### src/hdl/sqe_pkg.sv
`timescale 1ns / 1ps
// ----------------------------------------------------------------------------
// sqe_pkg
// shared types and codes for the stack / queue engine
// ----------------------------------------------------------------------------
package sqe_pkg;

    typedef enum logic [2:0] {
        OP_PUSH = 3'd0,
        OP_POP  = 3'd1,
        OP_SWAP = 3'd2,
        OP_PEEK = 3'd3,
        OP_DUMP = 3'd4
    } op_t;

    typedef enum logic [1:0] {
        ST_OK    = 2'd0,
        ST_EMPTY = 2'd1,
        ST_SHORT = 2'd2,
        ST_FULL  = 2'd3
    } status_t;

    typedef enum logic [1:0] {
        S_IDLE = 2'd0,
        S_EXEC = 2'd1,
        S_SWAP = 2'd2,
        S_DUMP = 2'd3
    } state_t;

endpackage

### src/hdl/sqe_if.sv
`timescale 1ns / 1ps
// ----------------------------------------------------------------------------
// sqe channel interfaces
// request and response channels with valid / ready handshake
// ----------------------------------------------------------------------------
interface sqe_req_if;
    logic               valid;
    logic               ready;
    logic [2:0]         operation;
    logic signed [31:0] push_value;

    modport source (output valid, output operation, output push_value, input ready);
    modport sink   (input valid, input operation, input push_value, output ready);
endinterface

interface sqe_rsp_if;
    logic               valid;
    logic               ready;
    logic signed [31:0] data_value;
    logic               has_value;
    logic [1:0]         status;
    logic               last;

    modport source (output valid, output data_value, output has_value, output status,
                    output last, input ready);
    modport sink   (input valid, input data_value, input has_value, input status,
                    input last, output ready);
endinterface

### src/hdl/stack_queue_engine_top.sv
`timescale 1ns / 1ps
// ----------------------------------------------------------------------------
// stack_queue_engine_top
// bounded word store acting as a stack or queue, held in one synchronous ram
// ----------------------------------------------------------------------------
//
//  channel  | dir | beat contents
//  ---------+-----+------------------------------------------------------
//  req      | in  | operation, push_value
//  rsp      | out | data_value, has_value, status, last
//  queue_mode_we / queue_mode_wdata: single-bit mode register write
//
//  one request at a time: accept in idle, then the execute step; swap adds a
//  second step for the second of its two ram writes on the single write port;
//  dump adds a walk step with one ram read per element
//  reset clears the top pointer, count, mode, state and response valid; ram contents are left as they are
//  a stalled response holds the engine in its current step, the ram read
//  address is kept so the read data stays valid across the stall
//
module stack_queue_engine_top #(
    parameter int DEPTH = 32
) (
    input  logic          clk,
    input  logic          rst_n,
    sqe_req_if.sink       req,
    sqe_rsp_if.source     rsp,
    input  logic          queue_mode_we,
    input  logic          queue_mode_wdata
);

    localparam int AW = $clog2(DEPTH);
    localparam int CW = $clog2(DEPTH + 1);

    // pointer helpers, wrap at DEPTH
    function automatic logic [AW-1:0] ptr_down(input logic [AW-1:0] p);
        ptr_down = (p == '0) ? AW'(DEPTH - 1) : p - AW'(1);
    endfunction

    function automatic logic [AW-1:0] ptr_up(input logic [AW-1:0] p);
        ptr_up = (p == AW'(DEPTH - 1)) ? '0 : p + AW'(1);
    endfunction

    // element ram
    logic signed [31:0] mem_store [DEPTH];
    logic               mem_we;
    logic [AW-1:0]      mem_waddr;
    logic signed [31:0] mem_wdata;
    logic [AW-1:0]      rd_addr;
    logic               rd_en;
    logic signed [31:0] rd_data_reg;

    // control state
    sqe_pkg::state_t    state_reg, state_next;
    logic [AW-1:0]      top_reg, top_next;
    logic [CW-1:0]      count_reg, count_next;
    logic               mode_reg;

    // current item
    logic [2:0]         op_reg, op_next;
    logic signed [31:0] val_reg, val_next;

    // dump walk
    logic [AW-1:0]      dptr_reg, dptr_next;
    logic [CW-1:0]      cnt_reg, cnt_next;

    // response register
    logic               out_valid_reg;
    logic signed [31:0] out_data_reg;
    logic               out_has_reg;
    sqe_pkg::status_t   out_status_reg;
    logic               out_last_reg;

    // emit request from the datapath
    logic               emit;
    logic signed [31:0] emit_data;
    logic               emit_has;
    sqe_pkg::status_t   emit_status;
    logic               emit_last;

    logic               req_fire;
    logic               out_free;
    logic               is_full;
    logic               is_empty;
    logic               is_short;
    logic               dump_last;
    logic [CW:0]        qsum;
    logic [AW-1:0]      qaddr;

    assign req.ready  = (state_reg == sqe_pkg::S_IDLE);
    assign req_fire   = req.valid && req.ready;
    // slot is free when empty or being drained this cycle
    assign out_free   = !out_valid_reg || rsp.ready;

    assign is_full    = (count_reg == CW'(DEPTH));
    assign is_empty   = (count_reg == '0);
    assign is_short   = (count_reg < CW'(2));
    assign dump_last  = (cnt_reg == count_reg - CW'(1));

    // bottom slot for queue push: top - count, wrapped
    always_comb
    begin
        qsum = (CW+1)'(top_reg) - (CW+1)'(count_reg);
        if (qsum[CW])
        begin
            qsum = qsum + (CW+1)'(DEPTH);
        end
        qaddr = qsum[AW-1:0];
    end

    // next state
    always_comb
    begin
        state_next = state_reg;
        case (state_reg)
            sqe_pkg::S_IDLE:
            begin
                if (req_fire)
                begin
                    state_next = sqe_pkg::S_EXEC;
                end
            end
            sqe_pkg::S_EXEC:
            begin
                if (op_reg == sqe_pkg::OP_SWAP && !is_short)
                begin
                    state_next = sqe_pkg::S_SWAP;
                end
                else if (op_reg == sqe_pkg::OP_DUMP && !is_empty)
                begin
                    state_next = sqe_pkg::S_DUMP;
                end
                else if (out_free)
                begin
                    state_next = sqe_pkg::S_IDLE;
                end
            end
            sqe_pkg::S_SWAP:
            begin
                if (out_free)
                begin
                    state_next = sqe_pkg::S_IDLE;
                end
            end
            sqe_pkg::S_DUMP:
            begin
                if (out_free && dump_last)
                begin
                    state_next = sqe_pkg::S_IDLE;
                end
            end
            default:
            begin
                state_next = sqe_pkg::S_IDLE;
            end
        endcase
    end

    // datapath and emit decisions
    always_comb
    begin
        top_next    = top_reg;
        count_next  = count_reg;
        dptr_next   = dptr_reg;
        cnt_next    = cnt_reg;
        op_next     = op_reg;
        val_next    = val_reg;
        mem_we      = 1'b0;
        mem_waddr   = top_reg;
        mem_wdata   = val_reg;
        rd_addr     = top_reg;
        rd_en       = 1'b1;
        emit        = 1'b0;
        emit_data   = '0;
        emit_has    = 1'b0;
        emit_status = sqe_pkg::ST_OK;
        emit_last   = 1'b1;

        case (state_reg)
            sqe_pkg::S_IDLE:
            begin
                // read the top now so it is ready in the execute step
                if (req_fire)
                begin
                    op_next  = req.operation;
                    val_next = req.push_value;
                end
            end
            sqe_pkg::S_EXEC:
            begin
                case (op_reg)
                    sqe_pkg::OP_PUSH:
                    begin
                        emit = out_free;
                        if (is_full)
                        begin
                            emit_status = sqe_pkg::ST_FULL;
                        end
                        else if (out_free)
                        begin
                            mem_we     = 1'b1;
                            count_next = count_reg + CW'(1);
                            if (is_empty)
                            begin
                                mem_waddr = top_reg;
                            end
                            else if (!mode_reg)
                            begin
                                mem_waddr = ptr_up(top_reg);
                                top_next  = ptr_up(top_reg);
                            end
                            else
                            begin
                                mem_waddr = qaddr;
                            end
                        end
                    end
                    sqe_pkg::OP_POP:
                    begin
                        emit = out_free;
                        if (is_empty)
                        begin
                            emit_status = sqe_pkg::ST_EMPTY;
                        end
                        else if (out_free)
                        begin
                            count_next = count_reg - CW'(1);
                            if (count_reg != CW'(1))
                            begin
                                top_next = ptr_down(top_reg);
                            end
                        end
                    end
                    sqe_pkg::OP_SWAP:
                    begin
                        rd_addr = ptr_down(top_reg);
                        if (is_short)
                        begin
                            emit        = out_free;
                            emit_status = sqe_pkg::ST_SHORT;
                        end
                        else
                        begin
                            // old lower word is read while the top word lands on it
                            mem_we    = 1'b1;
                            mem_waddr = ptr_down(top_reg);
                            mem_wdata = rd_data_reg;
                        end
                    end
                    sqe_pkg::OP_PEEK:
                    begin
                        emit = out_free;
                        if (is_empty)
                        begin
                            emit_status = sqe_pkg::ST_EMPTY;
                        end
                        else
                        begin
                            emit_data = rd_data_reg;
                            emit_has  = 1'b1;
                        end
                    end
                    sqe_pkg::OP_DUMP:
                    begin
                        if (is_empty)
                        begin
                            emit        = out_free;
                            emit_status = sqe_pkg::ST_EMPTY;
                        end
                        else
                        begin
                            dptr_next = top_reg;
                            cnt_next  = '0;
                        end
                    end
                    default:
                    begin
                        emit = out_free;
                    end
                endcase
            end
            sqe_pkg::S_SWAP:
            begin
                // hold the old lower word and put it on top
                rd_en     = 1'b0;
                mem_we    = 1'b1;
                mem_waddr = top_reg;
                mem_wdata = rd_data_reg;
                emit      = out_free;
            end
            sqe_pkg::S_DUMP:
            begin
                rd_addr = dptr_reg;
                if (out_free)
                begin
                    emit      = 1'b1;
                    emit_data = rd_data_reg;
                    emit_has  = 1'b1;
                    emit_last = dump_last;
                    cnt_next  = cnt_reg + CW'(1);
                    dptr_next = ptr_down(dptr_reg);
                    rd_addr   = ptr_down(dptr_reg);
                end
            end
            default:
            begin
                rd_en = 1'b0;
            end
        endcase
    end

    // element ram, one write and one registered read port
    always_ff @(posedge clk)
    begin
        if (mem_we)
        begin
            mem_store[mem_waddr] <= mem_wdata;
        end
        if (rd_en)
        begin
            rd_data_reg <= mem_store[rd_addr];
        end
    end

    // control registers
    always_ff @(posedge clk or negedge rst_n)
    begin
        if (!rst_n)
        begin
            state_reg     <= sqe_pkg::S_IDLE;
            top_reg       <= '0;
            count_reg     <= '0;
            mode_reg      <= 1'b0;
            out_valid_reg <= 1'b0;
        end
        else
        begin
            state_reg <= state_next;
            top_reg   <= top_next;
            count_reg <= count_next;
            if (queue_mode_we)
            begin
                mode_reg <= queue_mode_wdata;
            end
            if (emit)
            begin
                out_valid_reg <= 1'b1;
            end
            else if (rsp.ready)
            begin
                out_valid_reg <= 1'b0;
            end
        end
    end

    // payload registers
    always_ff @(posedge clk)
    begin
        op_reg   <= op_next;
        val_reg  <= val_next;
        dptr_reg <= dptr_next;
        cnt_reg  <= cnt_next;
        if (emit)
        begin
            out_data_reg   <= emit_data;
            out_has_reg    <= emit_has;
            out_status_reg <= emit_status;
            out_last_reg   <= emit_last;
        end
    end

    assign rsp.valid      = out_valid_reg;
    assign rsp.data_value = out_data_reg;
    assign rsp.has_value  = out_has_reg;
    assign rsp.status     = out_status_reg;
    assign rsp.last       = out_last_reg;

`ifndef NO_ASSERTIONS
    // occupancy never passes the bound
    assert property (@(posedge clk) disable iff (!rst_n)
        count_reg <= CW'(DEPTH))
    else $error("element count above depth");

    // top pointer stays inside the ring for any depth
    assert property (@(posedge clk) disable iff (!rst_n)
        top_reg <= AW'(DEPTH - 1))
    else $error("top pointer out of range");

    // count moves by at most one per request
    assert property (@(posedge clk) disable iff (!rst_n)
        (count_reg != $past(count_reg)) |->
            (count_reg == $past(count_reg) + CW'(1) || count_reg == $past(count_reg) - CW'(1)))
    else $error("element count jumped");

    // swap second step only runs with two or more elements
    assert property (@(posedge clk) disable iff (!rst_n)
        (state_reg == sqe_pkg::S_SWAP) |-> (count_reg >= CW'(2)))
    else $error("swap with too few elements");

    // dump walk never runs past the element count
    assert property (@(posedge clk) disable iff (!rst_n)
        (state_reg == sqe_pkg::S_DUMP) |-> (cnt_reg < count_reg))
    else $error("dump index past count");
`endif

endmodule
### src/flat_wrapper.sv
// flat-port wrapper written by rule: the top's interface ports become plain ports
module stack_queue_engine_top_flat 
#(
    parameter int DEPTH = 32
)
  (clk, rst_n, queue_mode_we, queue_mode_wdata, req_valid, req_operation, req_push_value, req_ready, rsp_valid, rsp_data_value, rsp_has_value, rsp_status, rsp_last, rsp_ready);
  sqe_req_if req_i ();
  sqe_rsp_if rsp_i ();
  input  logic clk;
  input  logic rst_n;
  input  logic queue_mode_we;
  input  logic queue_mode_wdata;
  input wire logic [$bits(req_i.valid)-1:0] req_valid;
  input wire logic [$bits(req_i.operation)-1:0] req_operation;
  input wire logic [$bits(req_i.push_value)-1:0] req_push_value;
  output wire logic [$bits(req_i.ready)-1:0] req_ready;
  output wire logic [$bits(rsp_i.valid)-1:0] rsp_valid;
  output wire logic [$bits(rsp_i.data_value)-1:0] rsp_data_value;
  output wire logic [$bits(rsp_i.has_value)-1:0] rsp_has_value;
  output wire logic [$bits(rsp_i.status)-1:0] rsp_status;
  output wire logic [$bits(rsp_i.last)-1:0] rsp_last;
  input wire logic [$bits(rsp_i.ready)-1:0] rsp_ready;
  assign req_i.valid = req_valid;
  assign req_i.operation = req_operation;
  assign req_i.push_value = req_push_value;
  assign req_ready = req_i.ready;
  assign rsp_valid = rsp_i.valid;
  assign rsp_data_value = rsp_i.data_value;
  assign rsp_has_value = rsp_i.has_value;
  assign rsp_status = rsp_i.status;
  assign rsp_last = rsp_i.last;
  assign rsp_i.ready = rsp_ready;
  stack_queue_engine_top #(.DEPTH(DEPTH)) u_core (.clk(clk), .rst_n(rst_n), .req(req_i), .rsp(rsp_i), .queue_mode_we(queue_mode_we), .queue_mode_wdata(queue_mode_wdata));
endmodule
### config.mk
export PLATFORM = sky130hd
export DESIGN_NAME = stack_queue_engine_top_flat
export DESIGN_NICKNAME = d
export VERILOG_FILES = /design/src/hdl/sqe_pkg.sv /design/src/hdl/sqe_if.sv /design/src/hdl/stack_queue_engine_top.sv /design/src/flat_wrapper.sv
export SDC_FILE = /design/constraint.sdc
export NUM_CORES = 1
export LEC_CHECK = 0
export ABC_AREA = 1
export BUFFER_PORTS_ARGS = -buffer_cell sky130_fd_sc_hd__buf_2
export CORE_ASPECT_RATIO = 0.8
export CORE_MARGIN = 2
export CORE_UTILIZATION = 45
export DETAILED_ROUTE_END_ITERATION = 16
export GPL_TIMING_DRIVEN = 0
export PLACE_DENSITY_LB_ADDON = 0.25
export REMOVE_ABC_BUFFERS = 1
export SLEW_MARGIN = 25
export SYNTH_ARGS = -nofsm -noshare
export SYNTH_HDL_FRONTEND = slang
export SYNTH_SLANG_ARGS = --single-unit
### constraint.sdc
create_clock -name clk -period 5.3 [get_ports clk]
set_input_delay 0.265 -clock clk [delete_from_list [all_inputs] [get_ports clk]]
set_output_delay 0.265 -clock clk [all_outputs]
set_load 0.01 [all_outputs]
==> impl_summary.md, run 1 <==
Pwr
Of the total power, the share spent switching nets is 0.398. The fraction of power consumed by the clock network is 0.223. The switching power summed over all nets is roughly 14 mW. The maximum ir drop on the vdd rail is 0.482 mV. The share of total power dissipated in sequential elements is 0.345. The internal power of the cells totals 21.7 mW. The combinational cell fraction of total power is 0.432.

Dividing total power by cell area gives a power density of 577 mW/mm^2. Summed over all cells, the static leakage comes to about 26 nW.

Drt
In the routed design, unresolved DRC markers number 0. In the routed layout, each cell is associated on average with a via count of 5.64. The remaining number of nets flagged by the antenna check after routing is 0.

The count of vias placed by the detailed router is 38400. The first detailed-routing pass ran for 6 iterations. For this block, the initial DRC count from the detailed router was 4600. After detailed routing, the total wire length is between 150000 and 200000 um.

The per-cell routed wire length is around 23 um.

Global route
Global routing finished with a remaining overflow of 0. The via count of the first global-routing pass is ~36000. The first-pass GRT wire length is between 200000 and 250000 um. Across every metal layer, demand over resource in global routing totals 0.253. The pin count of the biggest net entering global routing is ~100.

The number of antenna violations at the first check in global routing was 0.

Clock tree
The clock network latency to the later pin of the worst-skew pair is 720 ps. TritonCTS built the clock tree. The number of sinks handled by clock tree synthesis is 1153. The post-cts sizing count is 0. The register clock-pin slew on the reported worst setup and hold paths is around 60 ps. The clock passes through at most 3 buffers. The clock buffer count from CTS is 118.

The maximum level of the CTS H-tree is 3. The tree is rooted in a sky130_fd_sc_hd__clkbuf_16.

Critical path
The worst setup path is of the flop to flop kind. STA puts the critical path data required time at about 5800 ps. The endpoint class of the critical path is a flop. The type of origin of the critical path is a flop. Along the worst path, the maximum fanout reaches 81. STA puts the critical path data arrival time at 4890 ps.

Finish
The total non-filler cell area in the finished layout is 0.0624 sq mm. Leaving out fill and tap cells, the most frequent cells in the layout are sky130_fd_sc_hd__edfxtp_1 (1138), sky130_fd_sc_hd__inv_1 (1099), sky130_fd_sc_hd__nand3_1 (928). The post-route non-filler standard cell count is 6808.

More flip-flops sit in one register than any other, and that register is u_core.mem_store. The number of inserted diodes is 0. The area overhead of the layout relative to synthesis is 18.2%. The register with the most flip-flops in the layout has 1024 of them. Leaving out fill and tap cells, the most frequent cell in the layout is sky130_fd_sc_hd__edfxtp_1. The number of filler instances in the final layout is about 9600.

After the last flow step, the layout net total stands at 5228. The fraction of final layout cells sized beyond drive strength 1 is 0.0977.

Synthesis
The post-synthesis cell count is 5104. The synthesized-area fraction occupied by ao, oa, aoi and oai cells came to 0.0154. Of the total synthesized cell area, the portion taken by full adders, half adders and majority gates is 0.00441. In this run, synthesis inferred 1138 flip-flops with an integrated enable. After synthesis the netlist holds a flip-flop and latch count of 1153. The post-synthesis average cell area is 10.3 sq um.

The parity-gate share of the synthesized area counting xor and xnor cells is 0.00315. The Yosys warning count is 0. Measured against the total synthesized area, the mux share comes to 0.

For this run, the leading register cell type out of synthesis is sky130_fd_sc_hd__edfxtp_1. After synthesis the cells add up to ~0.053 sq mm. The combinational family with the most area after synthesis is simple AND/OR/NAND/NOR gates. In this run, distinct cell masters in the synthesized netlist total 38.

The register area share after synthesis is 0.655. The share of synthesized registers carrying an async set or reset is 0.0130. The simple-gate portion of the synthesized area is 0.212.

STA
The total count of hold-check failures in the final report was 0. The clock arrives with 22.2 ps of skew. Headroom to the max-slew limit came out at 0.437. The share of the cycle needed by the critical path after routing is 0.839.

Setup repair after global routing left no endpoint under its margin. At the pin with the least slew margin, the transition time is roughly 840 ps. The total setup violations reported at the end of the flow is 0.

The routed design could run at a clock period as short as about 4400 ps. Based on the critical path, the design can be clocked at up to 0.225 GHz. The number of pins exceeding their max-slew limit in the final report was 0.

Placed design
The count of input and output buffers is 78. Once placement finished, the instance area stood at 0.0583 sq mm. Detailed placement ended at an HPWL of 92200 um. The congestion estimate from routability-driven global placement came to 0.832.

The cell count after placement is 6549.

Floorplan
The overall die area is 0.120 sq mm. After floorplanning, the core was sized to cover about 0.12 sq mm. The I/O pin total is 79.

The die is 310 um tall. Row generation in the floorplan step produced 112 rows. The floorplan step set the die width to between 300 and 400 um. The initial utilization of the core area, before any placement, comes to 0.453.

Job
The number of maximum-capacitance violations is 0.

Min path
The worst hold path belongs to the class input port to asynchronous set/reset pin.

Run status
The flow ran to the end, and the final reports show no timing, DRC or antenna violations.
cells in the mapped netlist (7+ instances only):
cell                       number  area share
sky130_fd_sc_hd__edfxtp_1    1138        0.65
sky130_fd_sc_hd__o21ai_0       63      0.0060
sky130_fd_sc_hd__nand3_1      929       0.088
sky130_fd_sc_hd__xnor2_1        7      0.0012
sky130_fd_sc_hd__xor2_1        12      0.0020
sky130_fd_sc_hd__buf_1         14      0.0010
sky130_fd_sc_hd__a21oi_1       17      0.0016
sky130_fd_sc_hd__nand4_1      517       0.061
sky130_fd_sc_hd__inv_2          9     0.00064
sky130_fd_sc_hd__nand2_1      749       0.053
sky130_fd_sc_hd__inv_1       1104       0.079
sky130_fd_sc_hd__buf_2        221       0.021
sky130_fd_sc_hd__o31ai_1       33      0.0047
sky130_fd_sc_hd__clkbuf_1     109      0.0078
sky130_fd_sc_hd__nor2_1        98      0.0070
sky130_fd_sc_hd__ha_1          17      0.0040
sky130_fd_sc_hd__dfrtp_1       15      0.0071
sky130_fd_sc_hd__buf_4          7      0.0010
area by class of cell:
class / instances / area (sq um) / area share
Sequential cell: 1153 / 34500 / 0.554
Multi-Input combinational cell: 2485 / 13200 / 0.211
Timing Repair Buffer: 296 / 4820 / 0.0772
Inverter: 1115 / 4220 / 0.0676
Clock buffer: 144 / 3090 / 0.0496
Tap cell: 1539 / 1930 / 0.0309
Clock inverter: 76 / 602 / 0.00964
power groups by stage:
stage,registers (mW),clock network (mW),logic [mW]
finish,12.4,8.02,15.6
global route,12.4,8.44,16.9
CTS,12.4,8.11,15.5
detailed placement,12.6,0,15.3
global placement,13.0,0,12.5
floorplan,12.7,0,8.93
worst max-delay path, stage by stage (launching register included):
cell and delay [ps]:
sky130_fd_sc_hd__dfrtp_1 430, sky130_fd_sc_hd__inv_1 100, sky130_fd_sc_hd__ha_1 410, sky130_fd_sc_hd__inv_2 150, sky130_fd_sc_hd__nand2_1 140, sky130_fd_sc_hd__nand2_2 90
sky130_fd_sc_hd__inv_2 140, sky130_fd_sc_hd__nand2_8 330, sky130_fd_sc_hd__nand3_4 540, sky130_fd_sc_hd__buf_16 310, sky130_fd_sc_hd__buf_16 270, sky130_fd_sc_hd__buf_16 280
sky130_fd_sc_hd__buf_12 270, sky130_fd_sc_hd__nand2_1 80, sky130_fd_sc_hd__nand3_1 70, sky130_fd_sc_hd__nand3_1 90, sky130_fd_sc_hd__nand3_1 110, sky130_fd_sc_hd__nand2_1 60
sky130_fd_sc_hd__nand2_1 90, sky130_fd_sc_hd__nand2_1 80
path summary, 6_finish.rpt:
| check | from | endpoint | slack [ps] | cells past startpoint |
|---|---|---|---|---|
| setup / recovery | u_core.state_reg[1] | u_core.rd_data_reg[7] | 860 | 19 |
| setup reg to reg | u_core.state_reg[1] | u_core.rd_data_reg[7] | 860 | 19 |
| max in group asynchronous | rst_n | u_core.count_reg[2] | 4940 | 2 |
| hold reg to reg | u_core.state_reg[1] | u_core.state_reg[1] | 580 | 2 |
| min in group clk | rsp_ready | u_core.rsp.valid | 160 | 4 |
| hold / removal | rst_n | u_core.mode_reg | 50 | 2 |
metrics by stage:
step	hold WS (ps)	util	total power [mW]	setup slack [ps]	setup TNS [ps]
6_report	53.9	0.536	36.0	856	0
3_3_place_gp	220	0.459	25.5	-33860	-7064970
4_1_cts	3.81	0.536	36.0	917	0
3_5_place_dp	224	0.501	27.9	923	0
2_1_floorplan	-30.6	-	21.6	-13750	-446060
5_1_grt	56.2	0.536	37.8	533	0
logic make-up (layout without fill, tap and decap cells):
kind of cell,Yosys count,after routing
and+or+nand+nor,2312,2312
adders and majority gates,18,18
DFF,1153,1153
AOI/OAI and AO/OA,136,136
xor gates and xnor gates,19,19
buffers and inverters,1466,1631
timing repair:
item,4_1_cts,5_1_grt
hold buffers,39,0
endpoints found under the hold margin,53,0
endpoints found under the setup margin,0,0
setup buffers,0,0
layer usage:
layer,share of wire,GRT usage,up-vias
li1,-,-,17500
met1,0.42,0.355,18700
met2,0.46,0.406,1869
met3,0.088,0.0353,312
met4,0.031,0.0832,0
met5,0,0,-
Power figures use the tool's default switching activity.
==> run 2: changes to the inputs <==
--- a/config.mk
+++ b/config.mk
@@ -5,7 +5,7 @@
 export SDC_FILE = /design/constraint.sdc
 export NUM_CORES = 1
 export LEC_CHECK = 0
-export ABC_AREA = 1
+export ABC_AREA = 0
 export BUFFER_PORTS_ARGS = -buffer_cell sky130_fd_sc_hd__buf_2
 export CORE_ASPECT_RATIO = 0.8
 export CORE_MARGIN = 2
==> constraint.sdc (replaced) <==
create_clock -name clk -period 3.8 [get_ports clk]
set_input_delay 0.19 -clock clk [delete_from_list [all_inputs] [get_ports clk]]
set_output_delay 0.19 -clock clk [all_outputs]
set_load 0.01 [all_outputs]
==> impl_summary.md, run 2 <==
Job
The number of maximum-capacitance violations came to 0 (unchanged).

Synthesis
The count of state elements after synthesis is 1153 (unchanged). The Yosys warning count came to 0 (unchanged). The post-synthesis cell count is 3342 (-35%). The simple-gate portion of the synthesized area is 0.111 (-0.101). The parity-gate share of the synthesized area counting xor and xnor cells is 0.00497 (+0.00181). The combinational family with the most area after synthesis is simple AND/OR/NAND/NOR gates. The number of distinct library cells after synthesis is 70 (+84%). The count of flip-flops with a built-in enable after synthesis is 1138 (unchanged). The library cell with the largest summed area after synthesis is sky130_fd_sc_hd__edfxtp_1. The fraction of post-synthesis cell area in the top cell type by area is 0.718 (+0.0702).

The mapped cell area is 0.0476 sq mm (-9.8%). The commonest cells after synthesis are sky130_fd_sc_hd__edfxtp_1 (1138), sky130_fd_sc_hd__nand2_1 (734), sky130_fd_sc_hd__clkbuf_1 (149). The synthesized-area fraction occupied by ao, oa, aoi and oai cells is 0.0892 (+0.0737). The most used flip-flop cell after synthesis is sky130_fd_sc_hd__edfxtp_1.

The adder-cell share of the synthesized area came to 0.00489 (+0.000478). The register area share after synthesis is 0.726 (+0.0709). The fraction of synthesized area in multiplexers was 0.0372 (+0.0372). The share of synthesized registers carrying an async set or reset is 0.0130 (unchanged). By area the synthesized netlist is led by sky130_fd_sc_hd__edfxtp_1 (72%), sky130_fd_sc_hd__nand2_1 (5.8%), sky130_fd_sc_hd__a311oi_1 (2.4%). The post-synthesis average cell area is 14.2 sq um (+38%). The most common cell in the synthesized netlist is sky130_fd_sc_hd__edfxtp_1.

Critical path
The critical path arrival is 4360 ps (-530 ps). The type of origin of the critical path is a flop. The critical path class is flop to flop. The signal on the critical path passes through or4_1 -> o21ai_4 -> nand2_1 -> nand2_1 -> o2bb2ai_1 -> nor2b_2 -> nand3_1 -> nor2_4 -> buf_16 -> buf_16. STA classifies the critical path endpoint as a flop. The maximum cell stage delay along the critical path came to 660 ps (+120 ps). The cell count of the worst reg-to-reg path came to 10 (-9). On the critical path, the stage with the largest delay is an instance of sky130_fd_sc_hd__or4_1. The sum of buffers and inverters on the critical path is 2 (-5). The category of cells accounting for the largest share of critical-path delay is simple AND/OR/NAND/NOR gates. The required time of the critical path is 4200 ps (-1550 ps). The critical path launch point is u_core.count_reg[3]. In this run the critical register-to-register path is captured at u_core.mem_store[31][6]. The peak fanout along the critical path was 11 (-86%). The worst register-to-register path begins at u_core.count_reg[3].

The worst-case register-to-register setup slack is -160 ps (-1020 ps).

Placed design
The count of input and output buffers came to 78 (unchanged). The global placement routability congestion is 0.813 (-2.3%). The detailed placement HPWL came to 82300 um (-11%).

Floorplan
The vertical extent of the die was 295 um (-4.9%). The overall die area is 0.108 sq mm (-9.7%). The standard cell core area is 0.105 sq mm (-10%). The site row count is 106 (-5.4%). The width of the die is 368 um (-5.0%). The effective utilization at floorplan is 0.455 (+0.00183). The I/O pin total is 79 (unchanged).

Global route
The met3 usage in global routing is 0.0415 (+0.00629). The first-pass GRT wire length is 195000 um (-15%). The leftover overflow at the end of global routing is 0 (unchanged).

The number of antenna violations at the first check in global routing came to 1 (+1). The global routing usage on met2 is 0.387 (-0.0192). The global-route met1 utilization came to 0.336 (-0.0197).

The via count of the first global-routing pass is 29100 (-19%). The layer with the highest usage is met2. The global routing usage summed across all routing layers is 0.242 (-0.0109). The pin count of the biggest net entering global routing was 54 (-48%).

Drt
The DRC violation total after the first TritonRoute iteration is 4165 (-9.5%). The remaining number of nets flagged by the antenna check after routing is 0 (unchanged). The number of detailed-routing iterations run before antenna repair is 10 (+4).

The final routed wirelength across all metal layers is 134000 um (-13%). The per-cell routed wire length is 26.2 um (+16%). The number of remaining DRC errors is 0 (unchanged).

The count of vias placed by the detailed router is 30600 (-20%). The via density per instance is 5.97 (+5.8%).

Finish
The register with the most flip-flops in the final layout is u_core.mem_store. Leaving out fill and tap cells, the most frequent cells in the layout are sky130_fd_sc_hd__edfxtp_1 (1138), sky130_fd_sc_hd__nand2_1 (728), sky130_fd_sc_hd__buf_4 (138). The library cell used most frequently in the layout, excluding fill and tap cells, is sky130_fd_sc_hd__edfxtp_1.

The fraction of final layout cells sized beyond drive strength 1 is 0.196 (+0.0986). Compared with the post-synthesis result, the final layout area differs by 20.2%. The multi-input combinational cell area is 0.0126 sq mm (-4.7%).

The number of filler instances in the final layout is 8067 (-16%). The area taken by flip-flops and latches came to 0.0346 sq mm (about the same). The final net count was 3688 (-29%). The number of inserted diodes is 0 (unchanged). The number of flip-flops in the largest register came to 1024 (unchanged).

Clock tree
The register clock-pin slew on the reported worst setup and hold paths is 60 ps (about the same). The clock network latency to the later pin of the worst-skew pair is 730 ps (about the same). The clock tree from TritonCTS is built. The clock root buffer is sky130_fd_sc_hd__clkbuf_16. The number of sinks handled by clock tree synthesis was 1153 (unchanged). The clock buffer count from CTS is 111 (-5.9%).

The maximum level of the CTS H-tree is 3 (unchanged). The maximum buffer depth of the clock tree is 3 (unchanged).

Run status
The flow ran to the end, but the final reports show violations. The final reports fail on negative setup slack.

STA
The worst-case clock skew came to 39.2 ps (+17.0 ps). The share of the cycle needed by the critical path after routing is 1.04 (+0.204). The maximum frequency from static timing analysis came to 0.252 GHz (+12%). The total count of hold-check failures in the final report is 0 (unchanged). The headroom to the max-slew limit is 0.298 (-0.139). The total negative slack for setup checks is -12890 ps (-12890 ps). The number of pins exceeding their max-slew limit in the final report is 0 (unchanged). The post-layout worst setup margin is -161 ps (-1020 ps). The final period demand of the worst path came to 3960 ps (-484 ps). The transition time at the pin with the least slew margin is 1050 ps (+209 ps). The total setup violations reported at the end of the flow is 237 (+237).

Min path
In this run the most critical hold path is launched from rsp_ready. The worst hold path endpoint is u_core.rsp.valid. The tightest min-delay check is of the input port to flop type.

The cell depth of the worst min-delay path is 3.

Pwr
The maximum ir drop on the vdd rail was 0.562 mV (+17%). The leakage dissipation is 20.2 nW (-22%). The power per standard cell area is 903 mW/mm^2 (+57%). The total design power is 51.7 mW (+44%).
==> run 2: worst max path at each step <==
stage,end,slack (ps),cells after the start
after floorplan,u_core.rd_data_reg[4],-10670,10
after global placement,u_core.rd_data_reg[8],-26890,8
after detailed placement,u_core.rd_data_reg[30],-1740,14
after CTS,u_core.mem_store[13][24],-10,13
after global routing,u_core.mem_store[23][30],-180,11
final,u_core.mem_store[31][6],-160,10
==> run 2: layer usage <==
| metal | vias up | wire length [um] | share of wire |
|---|---|---|---|
| li1 | 13400 | - | - |
| met1 | 15400 | 55800 | 0.42 |
| met2 | 1490 | 62200 | 0.46 |
| met3 | 363 | 11300 | 0.084 |
| met4 | 2 | 5080 | 0.038 |
| met5 | - | 7 | 0.000052 |
==> run 2: area by class of cell <==
type / instances / area share
Sequential cell: 1153 / 0.604
Multi-Input combinational cell: 1904 / 0.219
Timing Repair Buffer: 408 / 0.0838
Clock buffer: 145 / 0.0507
Tap cell: 1404 / 0.0307
Clock inverter: 63 / 0.00835
Inverter: 51 / 0.00345
==> run 2: stage by stage <==
step	std cells	util	instance area [sq um]	hold WS, ps	worst slack [ps]
2_1_floorplan	3104	-	46500	-106	-10670
3_3_place_gp	4586	0.465	48700	157	-26890
3_5_place_dp	4804	0.499	52200	143	-1740
4_1_cts	5110	0.543	56900	41.5	-11.0
5_1_grt	5128	0.547	57300	122	-178
6_report	5128	0.547	57300	97.9	-161
==> run 2: worst register-to-register path, cell delays in order, from the launching register on <==
cell	delay (ps)
sky130_fd_sc_hd__dfrtp_1	500
sky130_fd_sc_hd__or4_1	660
sky130_fd_sc_hd__o21ai_4	330
sky130_fd_sc_hd__nand2_1	170
sky130_fd_sc_hd__nand2_1	190
sky130_fd_sc_hd__o2bb2ai_1	240
sky130_fd_sc_hd__nor2b_2	380
sky130_fd_sc_hd__nand3_1	420
sky130_fd_sc_hd__nor2_4	320
sky130_fd_sc_hd__buf_16	220
sky130_fd_sc_hd__buf_16	200
==> run 2: repair_timing <==
| action | CTS | global route |
|---|---|---|
| cloned | 7 | 3 |
| gates resized for setup | 53 | 44 |
| endpoints found under the hold margin | 53 | 0 |
| setup buffers | 52 | 18 |
| pin swaps | 33 | 20 |
| endpoints found under the setup margin | 1041 | 783 |
| hold buffers | 41 | 0 |
==> run 2: cells by family after synthesis <==
logic type / count (synthesis)
AOI/OAI and AO/OA: 497
adders and majority gates: 18
and+or+nand+nor: 1189
buffers and inverters: 289
DFF: 1153
xor gates and xnor gates: 27
muxes: 169
==> run 2: where the power goes <==
part	switching (mW)	internal (mW)	leakage, nW
combinational	15.2	8.48	7.97
clock	4.74	5.72	1.65
sequential	0.514	17.1	10.6
